===== config.mk =====
export PLATFORM = sky130hd
export DESIGN_NAME = sharpen_3x3_line_filter
export DESIGN_NICKNAME = d
export VERILOG_FILES = /design/src/shp_pkg.sv /design/src/shp_front.sv /design/src/shp_fifo.sv /design/src/shp_back.sv /design/src/sharpen_3x3_line_filter.sv
export SDC_FILE = /design/constraint.sdc
export NUM_CORES = 1
export LEC_CHECK = 0
export BUFFER_PORTS_ARGS = -buffer_cell sky130_fd_sc_hd__buf_2
export CELL_PAD_IN_SITES_DETAIL_PLACEMENT = 2
export CELL_PAD_IN_SITES_GLOBAL_PLACEMENT = 2
export CORE_MARGIN = 1
export CORE_UTILIZATION = 44
export DETAILED_ROUTE_END_ITERATION = 12
export GPL_TIMING_DRIVEN = 0
export PLACE_DENSITY_LB_ADDON = 0.1
export SKIP_LAST_GASP = 1
export SLEW_MARGIN = 5
export SYNTH_ARGS = -nofsm -noshare
export SYNTH_HDL_FRONTEND = slang
export SYNTH_SLANG_ARGS = --single-unit

===== constraint.sdc =====
create_clock -name clk -period 7.5 [get_ports clk]
set_clock_uncertainty 0.05 [all_clocks]
set_input_delay 1.5 -clock clk [delete_from_list [all_inputs] [get_ports clk]]
set_output_delay 1.5 -clock clk [all_outputs]
set_load 0.1 [all_outputs]

===== src/shp_pkg.sv =====
// Shared types and constants for the 3x3 sharpen line filter.
`default_nettype none

package shp_pkg;

  localparam int PIX_W      = 8;
  localparam int WIDTH_W    = 13;
  localparam int MAX_WIDTH  = 4096;
  localparam int MIN_WIDTH  = 2;
  localparam int RST_WIDTH  = 640;
  localparam int FIFO_DEPTH = 4;
  localparam int PTR_W      = $clog2(FIFO_DEPTH);
  localparam int CNT_W      = $clog2(FIFO_DEPTH + 1);

  // One queued column command: which results to produce and the pixels they need
  typedef struct packed {
    logic             has_filt;
    logic             has_pass;
    logic             pass_end;
    logic [PIX_W-1:0] up;
    logic [PIX_W-1:0] left;
    logic [PIX_W-1:0] mid;
    logic [PIX_W-1:0] right;
    logic [PIX_W-1:0] down;
    logic [PIX_W-1:0] pass_pix;
  } shp_cmd_t;

  // Queue status seen by the front and back parts
  typedef struct packed {
    logic full;
    logic empty;
  } shp_q_stat_t;

endpackage

`default_nettype wire


===== src/shp_front.sv =====
// Front part: takes columns, keeps the windows and column count, issues commands.
`default_nettype none

module shp_front (
  input  wire logic                          clk,
  input  wire logic                          rst_n,
  input  wire logic                          cfg_we,
  input  wire logic [shp_pkg::WIDTH_W-1:0]   cfg_wdata,
  input  wire logic                          in_tvalid,
  output logic                               in_tready,
  input  wire logic [3*shp_pkg::PIX_W-1:0]   in_tdata,
  input  wire shp_pkg::shp_q_stat_t          q_stat,
  output logic                               push,
  output shp_pkg::shp_cmd_t                  push_cmd
);

  logic [shp_pkg::WIDTH_W-1:0] line_width_r;
  logic [shp_pkg::WIDTH_W-1:0] col_r, col_nxt;
  logic [shp_pkg::PIX_W-1:0]   above_r, below_r, ctr_prev1_r, ctr_prev2_r;
  logic [shp_pkg::WIDTH_W-1:0] width_eff;
  logic [shp_pkg::PIX_W-1:0]   up_in, mid_in, down_in;
  logic                        accept, is_last;

  assign up_in   = in_tdata[shp_pkg::PIX_W-1:0];
  assign mid_in  = in_tdata[2*shp_pkg::PIX_W-1:shp_pkg::PIX_W];
  assign down_in = in_tdata[3*shp_pkg::PIX_W-1:2*shp_pkg::PIX_W];

  assign in_tready = !q_stat.full;
  assign accept    = in_tvalid && in_tready;

  // Line width held within its legal range
  always_comb begin
    priority if (line_width_r < shp_pkg::WIDTH_W'(shp_pkg::MIN_WIDTH)) begin
      width_eff = shp_pkg::WIDTH_W'(shp_pkg::MIN_WIDTH);
    end else if (line_width_r > shp_pkg::WIDTH_W'(shp_pkg::MAX_WIDTH)) begin
      width_eff = shp_pkg::WIDTH_W'(shp_pkg::MAX_WIDTH);
    end else begin
      width_eff = line_width_r;
    end
  end

  // Last column: past the start and at or beyond width minus one
  assign is_last = (col_r != '0) && (col_r >= width_eff - shp_pkg::WIDTH_W'(1));
  assign col_nxt = is_last ? '0 : col_r + shp_pkg::WIDTH_W'(1);

  // Classify the column into a command
  always_comb begin
    push_cmd.has_filt = col_r >= shp_pkg::WIDTH_W'(2);
    push_cmd.has_pass = (col_r == '0) || is_last;
    push_cmd.pass_end = is_last;
    push_cmd.up       = above_r;
    push_cmd.left     = ctr_prev2_r;
    push_cmd.mid      = ctr_prev1_r;
    push_cmd.right    = mid_in;
    push_cmd.down     = below_r;
    push_cmd.pass_pix = mid_in;
  end

  assign push = accept && (push_cmd.has_filt || push_cmd.has_pass);

  // Control state: width register and column count
  always_ff @(posedge clk) begin
    if (!rst_n) begin
      line_width_r <= shp_pkg::WIDTH_W'(shp_pkg::RST_WIDTH);
      col_r        <= '0;
    end else begin
      if (cfg_we) begin
        line_width_r <= cfg_wdata;
      end
      if (accept) begin
        col_r <= col_nxt;
      end
    end
  end

  // Window registers; reset to zero as the line start reads them
  always_ff @(posedge clk) begin
    if (!rst_n) begin
      above_r     <= '0;
      below_r     <= '0;
      ctr_prev1_r <= '0;
      ctr_prev2_r <= '0;
    end else if (accept) begin
      above_r     <= up_in;
      below_r     <= down_in;
      ctr_prev2_r <= ctr_prev1_r;
      ctr_prev1_r <= mid_in;
    end
  end

endmodule

`default_nettype wire


===== src/shp_fifo.sv =====
// Short command queue between front and back parts.
`default_nettype none

module shp_fifo (
  input  wire logic               clk,
  input  wire logic               rst_n,
  input  wire logic               push,
  input  wire shp_pkg::shp_cmd_t  push_cmd,
  input  wire logic               pop,
  output shp_pkg::shp_cmd_t       head_cmd,
  output shp_pkg::shp_q_stat_t    q_stat
);

  shp_pkg::shp_cmd_t             mem_r [shp_pkg::FIFO_DEPTH];
  logic [shp_pkg::PTR_W-1:0]     wr_ptr_r, rd_ptr_r;
  logic [shp_pkg::CNT_W-1:0]     cnt_r;
  logic                          do_push, do_pop;

  assign q_stat.full  = cnt_r == shp_pkg::CNT_W'(shp_pkg::FIFO_DEPTH);
  assign q_stat.empty = cnt_r == '0;
  assign do_push      = push && !q_stat.full;
  assign do_pop       = pop && !q_stat.empty;
  assign head_cmd     = mem_r[rd_ptr_r];

  // Pointers and fill count
  always_ff @(posedge clk) begin
    if (!rst_n) begin
      wr_ptr_r <= '0;
      rd_ptr_r <= '0;
      cnt_r    <= '0;
    end else begin
      if (do_push) begin
        wr_ptr_r <= wr_ptr_r + shp_pkg::PTR_W'(1);
      end
      if (do_pop) begin
        rd_ptr_r <= rd_ptr_r + shp_pkg::PTR_W'(1);
      end
      unique case ({do_push, do_pop})
        2'b10:   cnt_r <= cnt_r + shp_pkg::CNT_W'(1);
        2'b01:   cnt_r <= cnt_r - shp_pkg::CNT_W'(1);
        default: cnt_r <= cnt_r;
      endcase
    end
  end

  // Entry storage
  always_ff @(posedge clk) begin
    if (do_push) begin
      mem_r[wr_ptr_r] <= push_cmd;
    end
  end

endmodule

`default_nettype wire


===== src/shp_back.sv =====
// Back part: sharpen arithmetic and result sequencing into the output register.
`default_nettype none

module shp_back (
  input  wire logic                      clk,
  input  wire logic                      rst_n,
  input  wire shp_pkg::shp_cmd_t         head_cmd,
  input  wire shp_pkg::shp_q_stat_t      q_stat,
  output logic                           pop,
  output logic                           out_tvalid,
  input  wire logic                      out_tready,
  output logic [shp_pkg::PIX_W-1:0]      out_tdata,
  output logic                           out_tlast,
  output logic                           out_tuser
);

  // Stage 1: partial sum per command
  logic                      s1_valid_r, s1_filt_r, s1_pass_r, s1_end_r;
  logic signed [10:0]        s1_t_r;
  logic [shp_pkg::PIX_W-1:0] s1_pix_r;
  // Output register
  logic                      out_valid_r, out_end_r, out_last_r;
  logic [shp_pkg::PIX_W-1:0] out_pix_r;

  logic signed [10:0]        t0, t1, t2;
  logic [19:0]               prod;
  logic [8:0]                quot;
  logic [shp_pkg::PIX_W-1:0] filt_pix;
  logic                      out_adv, emit, s1_done, s1_load;

  // 4*mid - neighbours, floor divide by 4, plus 3*up
  assign t0 = $signed({1'b0, head_cmd.mid, 2'b00})
            - $signed({3'b000, head_cmd.up})
            - $signed({3'b000, head_cmd.down})
            - $signed({3'b000, head_cmd.left})
            - $signed({3'b000, head_cmd.right});
  assign t1 = t0 >>> 2;
  assign t2 = t1 + $signed({2'b00, head_cmd.up, 1'b0}) + $signed({3'b000, head_cmd.up});

  // Divide by 3 via reciprocal 683/2048, exact for values below 2048; then clamp
  assign prod = 20'(s1_t_r[9:0]) * 20'd683;
  assign quot = prod[19:11];
  always_comb begin
    priority if (s1_t_r[10]) begin
      filt_pix = '0;
    end else if (quot > 9'd255) begin
      filt_pix = 8'hFF;
    end else begin
      filt_pix = quot[7:0];
    end
  end

  // Handshake between stages
  assign out_adv = !out_valid_r || out_tready;
  assign emit    = s1_valid_r && out_adv;
  assign s1_done = emit && !(s1_filt_r && s1_pass_r);
  assign s1_load = !q_stat.empty && (!s1_valid_r || s1_done);
  assign pop     = s1_load;

  // Stage 1 control
  always_ff @(posedge clk) begin
    if (!rst_n) begin
      s1_valid_r <= 1'b0;
      s1_filt_r  <= 1'b0;
      s1_pass_r  <= 1'b0;
    end else if (s1_load) begin
      s1_valid_r <= 1'b1;
      s1_filt_r  <= head_cmd.has_filt;
      s1_pass_r  <= head_cmd.has_pass;
    end else if (s1_done) begin
      s1_valid_r <= 1'b0;
    end else if (emit) begin
      // two-result column: filtered pixel went out, pass-through remains
      s1_filt_r <= 1'b0;
    end
  end

  // Stage 1 payload
  always_ff @(posedge clk) begin
    if (s1_load) begin
      s1_t_r   <= t2;
      s1_pix_r <= head_cmd.pass_pix;
      s1_end_r <= head_cmd.pass_end;
    end
  end

  // Output register control
  always_ff @(posedge clk) begin
    if (!rst_n) begin
      out_valid_r <= 1'b0;
    end else if (out_adv) begin
      out_valid_r <= s1_valid_r;
    end
  end

  // Output register payload: filtered pixel first, pass-through after
  always_ff @(posedge clk) begin
    if (emit) begin
      if (s1_filt_r) begin
        out_pix_r  <= filt_pix;
        out_end_r  <= 1'b0;
        out_last_r <= !s1_pass_r;
      end else begin
        out_pix_r  <= s1_pix_r;
        out_end_r  <= s1_end_r;
        out_last_r <= 1'b1;
      end
    end
  end

  assign out_tvalid = out_valid_r;
  assign out_tdata  = out_pix_r;
  assign out_tlast  = out_last_r;
  assign out_tuser  = out_end_r;

endmodule

`default_nettype wire


===== src/sharpen_3x3_line_filter.sv =====
// Top level of the 3x3 sharpen line filter.
//
//  channel  dir  handshake            payload
//  in_      in   in_tvalid/in_tready  in_tdata: above, centre, below pixel
//  out_     out  out_tvalid/out_tready out_tdata: pixel; tlast: run last; tuser: line end
//  cfg_     in   cfg_we               cfg_wdata: line width in pixels
//
// One column is taken per clock while the command queue has room; the last column of a
// line wider than two pixels yields two results, the filtered pixel and then the
// pass-through. A column's results pass the command queue, then the arithmetic stage
// register, which loads the output register.
// Reset is synchronous, active low; the line width returns to 640 pixels.
// A stalled output fills the four-entry command queue before in_tready drops.
`default_nettype none

module sharpen_3x3_line_filter (
  input  wire logic                         clk,
  input  wire logic                         rst_n,
  input  wire logic                         cfg_we,
  input  wire logic [shp_pkg::WIDTH_W-1:0]  cfg_wdata,  // line_width
  input  wire logic                         in_tvalid,
  output logic                              in_tready,
  input  wire logic [3*shp_pkg::PIX_W-1:0]  in_tdata,   // above_pixel, center_pixel, below_pixel
  output logic                              out_tvalid,
  input  wire logic                         out_tready,
  output logic [shp_pkg::PIX_W-1:0]         out_tdata,  // out_pixel
  output logic                              out_tlast,  // run_last
  output logic                              out_tuser   // line_end
);

  shp_pkg::shp_cmd_t    push_cmd, head_cmd;
  shp_pkg::shp_q_stat_t q_stat;
  logic                 push, pop;

  shp_front u_front (
    .clk       (clk),
    .rst_n     (rst_n),
    .cfg_we    (cfg_we),
    .cfg_wdata (cfg_wdata),
    .in_tvalid (in_tvalid),
    .in_tready (in_tready),
    .in_tdata  (in_tdata),
    .q_stat    (q_stat),
    .push      (push),
    .push_cmd  (push_cmd)
  );

  shp_fifo u_fifo (
    .clk      (clk),
    .rst_n    (rst_n),
    .push     (push),
    .push_cmd (push_cmd),
    .pop      (pop),
    .head_cmd (head_cmd),
    .q_stat   (q_stat)
  );

  shp_back u_back (
    .clk        (clk),
    .rst_n      (rst_n),
    .head_cmd   (head_cmd),
    .q_stat     (q_stat),
    .pop        (pop),
    .out_tvalid (out_tvalid),
    .out_tready (out_tready),
    .out_tdata  (out_tdata),
    .out_tlast  (out_tlast),
    .out_tuser  (out_tuser)
  );

endmodule

`default_nettype wire


Yosys cells after proc, flatten, opt, wreduce, memory -nomap -nowiden --
Memories as Yosys holds them, arrays and structs flattened. A register that Yosys moved wholly into a read port is not among the register bits. Index checks and enable logic that the tools add are counted.
Operators by class: $add $sub $neg 12, $mul 1, $lt $le $gt $ge 5, equal/unequal tests 4, muxes and demuxes 16, reductions and logical operators 26
Operator list (number):
- $mux 13 | 3
- $sub 11x9->11 | 3
- $mux 8 | 3
- $mul 10x10->20 const B | 1
- $add 13x1->13 const B | 1
- $ge 13x13->1 | 1
- $ge 13x2->1 const B | 1
- $gt 13x13->1 const B | 1
- $logic_not 13->1 | 1
- $lt 13x2->1 const B | 1
- $reduce_bool 13->1 | 1
- $sub 13x1->13 const B | 1
- $add 11x9->11 | 1
- $add 9x10->11 | 1
- $sub 10x8->11 | 1
- $gt 9x8->1 const B | 1
- $logic_and 1x1->1 | 9
- $mux 1 | 7
- $logic_not 1->1 | 6
- $pmux 3 s2 | 1
- $reduce_bool 2->1 | 3
- $add 2x1->2 const B | 2
- $logic_or 1x1->1 | 4
- $mux 2 | 2
- 8 further kinds | 8
Storage, ports and cells: flip-flop bits (word level) 99, RAM bits 204, input port bits 42, output and inout bits 12, memories kept 1
Memories:
- u_fifo.mem_r | depth 4, bits a word 51, rd ports 1, clocked after memory_dff 1, write ports 1, RTL line shp_fifo.sv:14 | shp_pkg::shp_cmd_t mem_r [shp_pkg::FIFO_DEPTH];

Longest topological paths before layout --
depth after elaboration 12, mapped depth 26

Hierarchy --
A second synthesis with hierarchy kept.
Unflattened totals: cells, all modules 1107, area, all modules 15364.7 um2
By module, submodules not included:
- shp_fifo | times used 1, cells an instance 321, area each 7908.8 um2, seq. area each 6306.0 um2
- shp_back | times used 1, cells an instance 420, area each 4406.7 um2, seq. area each 980.9 um2
- shp_front | times used 1, cells an instance 366, area each 3049.2 um2, seq. area each 1161.1 um2

Worst setup path before layout --
No wires, ideal clock.
kind register to register, from register with a tool-made name, to register u_back.s1_t_r[10] (data pin), arrival 6.267 ns, path slack 0.914 ns, cell stages (with the launch flop) 23, buffers on the path 2, clock period less this slack 6.586 ns, cell sequence dfxtp_1 buf_2 buf_1 mux4_2 inv_1 fa_1 inv_1 fa_1 fa_1 inv_1 ha_1 or3_1 o211a_1 o21a_1 or2_1 fa_1 inv_1 ha_1 nor2b_1 o21a_1 o41ai_1 o21ai_0 xor2_1
RTL lines:
- to (signal assigned) | RTL line shp_back.sv:81 | s1_t_r <= t2;
- to (decl) | RTL line shp_back.sv:19 | logic signed [10:0] s1_t_r;

==> results.txt <==
Cell Rows - 64
post-route minimum period - 7050 ps
critical path peak fanout - 10
synth top area cells - edfxtp_1 (43%), dfxtp_1 (10%), ha_1 (9.3%)
Syn Inst Count - 1073
Netlist Area Pre-Place - 0.0140 mm2
overall routing resource usage - 0.257
CTS tree - built
CP startpoint kind - flip-flop
FILL cells - 2963
via count - 8952
worst r2r dst - u_back.s1_t_r[10]
Post-CTS Setup Inserts - 0
layout cell share with drive strength beyond 1 - 0.137
status - complete, no violations
post-DP HPWL - 28100 um
Area Overhead vs Synth - 13.0%
global route overflow - 0
CP peak stage delay - 630 ps
Cell Chain, Critical Path - buf_2, buf_2, mux4_2, fa_1, fa_1, fa_1, inv_1, ha_1, or3_1, o211a_1, o21a_1, or2_1, fa_1, inv_1, ha_1, nor2b_1, o21a_1, o41ai_1, o21ai_0, xor2_1
TNS Setup - 0 ps
worst path required time - 7740 ps
most common flop cell mapped by yosys - edfxtp_1
Hold Vio Cnt, Final - 0
CP max stage cell - mux4_2
crit end category - flip-flop
Yosys reg bits - 273
Starting Density - 0.452
ant diodes - 0
initial antenna violation count - 0
WL/cell - 25.5 um
final WL - 40300 um
DRT antenna net count - 0
First DRT Iteration DRCs - 445
Final setup viols - 0
Synth area leader - edfxtp_1
drt pass-1 iters - 4
die width - 180 um
Final Non-Filler Cells - 1579
r2r setup slk - 450 ps
Sink Count - 273
FMAX - 142 MHz
Worst Hold End - u_front.line_width_r[9]
htree depth - 1
Worst-path clk slew - 60 ps
Remaining DRCs - 0
worst min-delay path class - flip-flop to flip-flop
first-pass GRT wire length - 62300 um
port bufs - 52
Worst Path Arrival - 7290 ps
die area - 0.0325 mm2
Core ar. - 0.0309 mm2
worst-margin pin slew - 1020 ps
register area share after synthesis - 0.536
worst path bufs/invs - 4
worst hold start - u_front.line_width_r[9]
nets@finish - 1359
RSZ-0062 raised after global routing - no
Slew Viols, Final - 0
Num CTS Buffers - 29
Syn Nets - 1272
top-area cell type share of the netlist area - 0.434
number of vias per cell - 5.67
Placed Cells - 1525
asr flop ratio synth - 0
max-cap viol count - 0
height of the die - 180 um
Tcrit/Tclk final - 0.940
worst reg-to-reg path cell count - 20
CP top delay family - adder cells
Post-synth EDFFs - 202
Distinct cells, synth - 59
Slew HR - 0.321
Synth Warn # - 0
IO Count - 54
Max Buffers Root-to-Sink - 3
gp weighted congestion - 0.770
Crit Path Class - flip-flop to flip-flop
mean post-synth cell area - 13.0 um2
largest net degree at the start of global routing - 28
Worst-Skew Late Latency - 570 ps
CTS Root Cell - clkbuf_16
vias in the first global route - 10300
crit-path most repeated cell - fa_1
WHS Path Cells - 2
-- state kept, by name (all words and copies together) (netlist names), 2 cells and up, named ones only --
signal                flops
u_fifo.cnt_r              3
u_front.ctr_prev2_r       8
u_back.out_tdata          8
u_back.s1_t_r            11
u_front.ctr_prev1_r       8
u_front.below_r           8
u_back.s1_pix_r           8
u_fifo.mem_r            172
u_fifo.rd_ptr_r           2
u_fifo.wr_ptr_r           2
u_front.above_r           8
u_front.line_width_r     13
u_front.col_r            13
-- Yosys cell counts, types with 7 or more instances --
library cell and number:
edfxtp_1 202, inv_1 116, ha_1 104, nand2_1 99, dfxtp_1 71, a21oi_1 62, fa_1 53, nor2_1 51
mux4_2 42, clkbuf_1 27, nand3_1 22, nor3_1 20, mux2i_1 19, xnor2_1 18, xor2_1 15, a21o_1 12
buf_1 11, o21a_1 11, nor4_1 9, or3_1 8, nor2b_1 7, o22ai_1 7
-- repair_timing --
item	4_1_cts	5_1_grt
hold buffers	0	0
endpoints found under the setup margin	3	2
resized for setup	8	14
-- tightest hold or removal path, delay by kind of cell (launching register included) --
| kind | cells | cell delay (ps) |
|---|---|---|
| flip-flops | 1 | 340 |
| multiplexers | 1 | 70 |
| AND/OR/NAND/NOR | 1 | 60 |
-- logic make-up after synthesis --
| logic type | Yosys count | share of synthesized area |
|---|---|---|
| buffers and inverters | 158 | 0.0432 |
| flip-flops | 273 | 0.536 |
| AO/OA/AOI/OAI | 138 | 0.0646 |
| adder cells (fa/ha/maj) | 157 | 0.169 |
| XOR/XNOR | 33 | 0.0207 |
| AND/OR/NAND/NOR | 252 | 0.0844 |
| multiplexers | 62 | 0.0823 |
-- through the flow --
step | utilization | setup slack (ps) | instance area [um2] | hold slack, ps
2_1_floorplan | - | 914 | 14000 | 406
6_report | 0.511 | 453 | 15800 | 452
5_1_grt | 0.511 | 11.4 | 15800 | 480
4_1_cts | 0.511 | 53.5 | 15800 | 457
3_5_place_dp | 0.479 | -308 | 14800 | 444
3_3_place_gp | 0.477 | -55.3 | 14700 | 423
-- placed cells by master, fill, tap and decap left out, types with 5 or more instances in the layout --
| cell type | count |
|---|---|
| clkbuf_16 | 30 |
| dfxtp_1 | 71 |
| nand3_1 | 22 |
| nor2b_1 | 7 |
| o21a_1 | 11 |
| buf_1 | 7 |
| o22ai_1 | 7 |
| ha_1 | 104 |
| xor2_1 | 15 |
| nor3_1 | 20 |
| fa_1 | 53 |
| nand4_1 | 6 |
| nor4_1 | 9 |
| nand2_1 | 99 |
| inv_1 | 116 |
| a21oi_1 | 62 |
| a21o_1 | 12 |
| o221ai_1 | 6 |
| clkinv_1 | 5 |
| o21ai_1 | 6 |
| nor2_1 | 51 |
| clkbuf_1 | 30 |
| buf_2 | 56 |
| xnor2_1 | 18 |
| mux4_2 | 42 |
| or3_1 | 8 |
| edfxtp_1 | 202 |
| mux2i_1 | 19 |
| o211ai_1 | 6 |
-- metal layers --
| metal | global-route usage | routed length, um | part of all wire |
|---|---|---|---|
| met3 | 0.0366 | 1430 | 0.036 |
| met2 | 0.460 | 20900 | 0.52 |
| met4 | 0.0814 | 1160 | 0.029 |
| met5 | 0 | 0 | 0 |
| met1 | 0.319 | 16800 | 0.42 |
-- layout make-up --
type                    instances  area (um2)  share of cell area
clock inverters                17         164              0.0104
flip-flops and latches        273        7490               0.474
repair buffers                 56         340              0.0216
clock buffers                  37         797              0.0505
inverters                     117         439              0.0278
multi-input cells             642        5890               0.373
well taps                     396         495              0.0314
plain buffers                  41         176              0.0112
-- worst max-delay path by stage --
stage / from / slack, ps / end / cells past startpoint
after floorplan: flip-flop / 910 / u_back.s1_t_r[10] / 22
after global placement: flip-flop / -60 / u_back.s1_t_r[10] / 22
after detailed placement: flip-flop / -310 / u_back.s1_t_r[10] / 22
after CTS: flip-flop / 50 / u_back.s1_t_r[10] / 20
after global routing: flip-flop / 10 / u_back.s1_t_r[10] / 22
final: flip-flop / 450 / u_back.s1_t_r[10] / 20
Power is not shown: default switching activity piles up to over one toggle a cycle in this logic, so the estimate is an artifact.
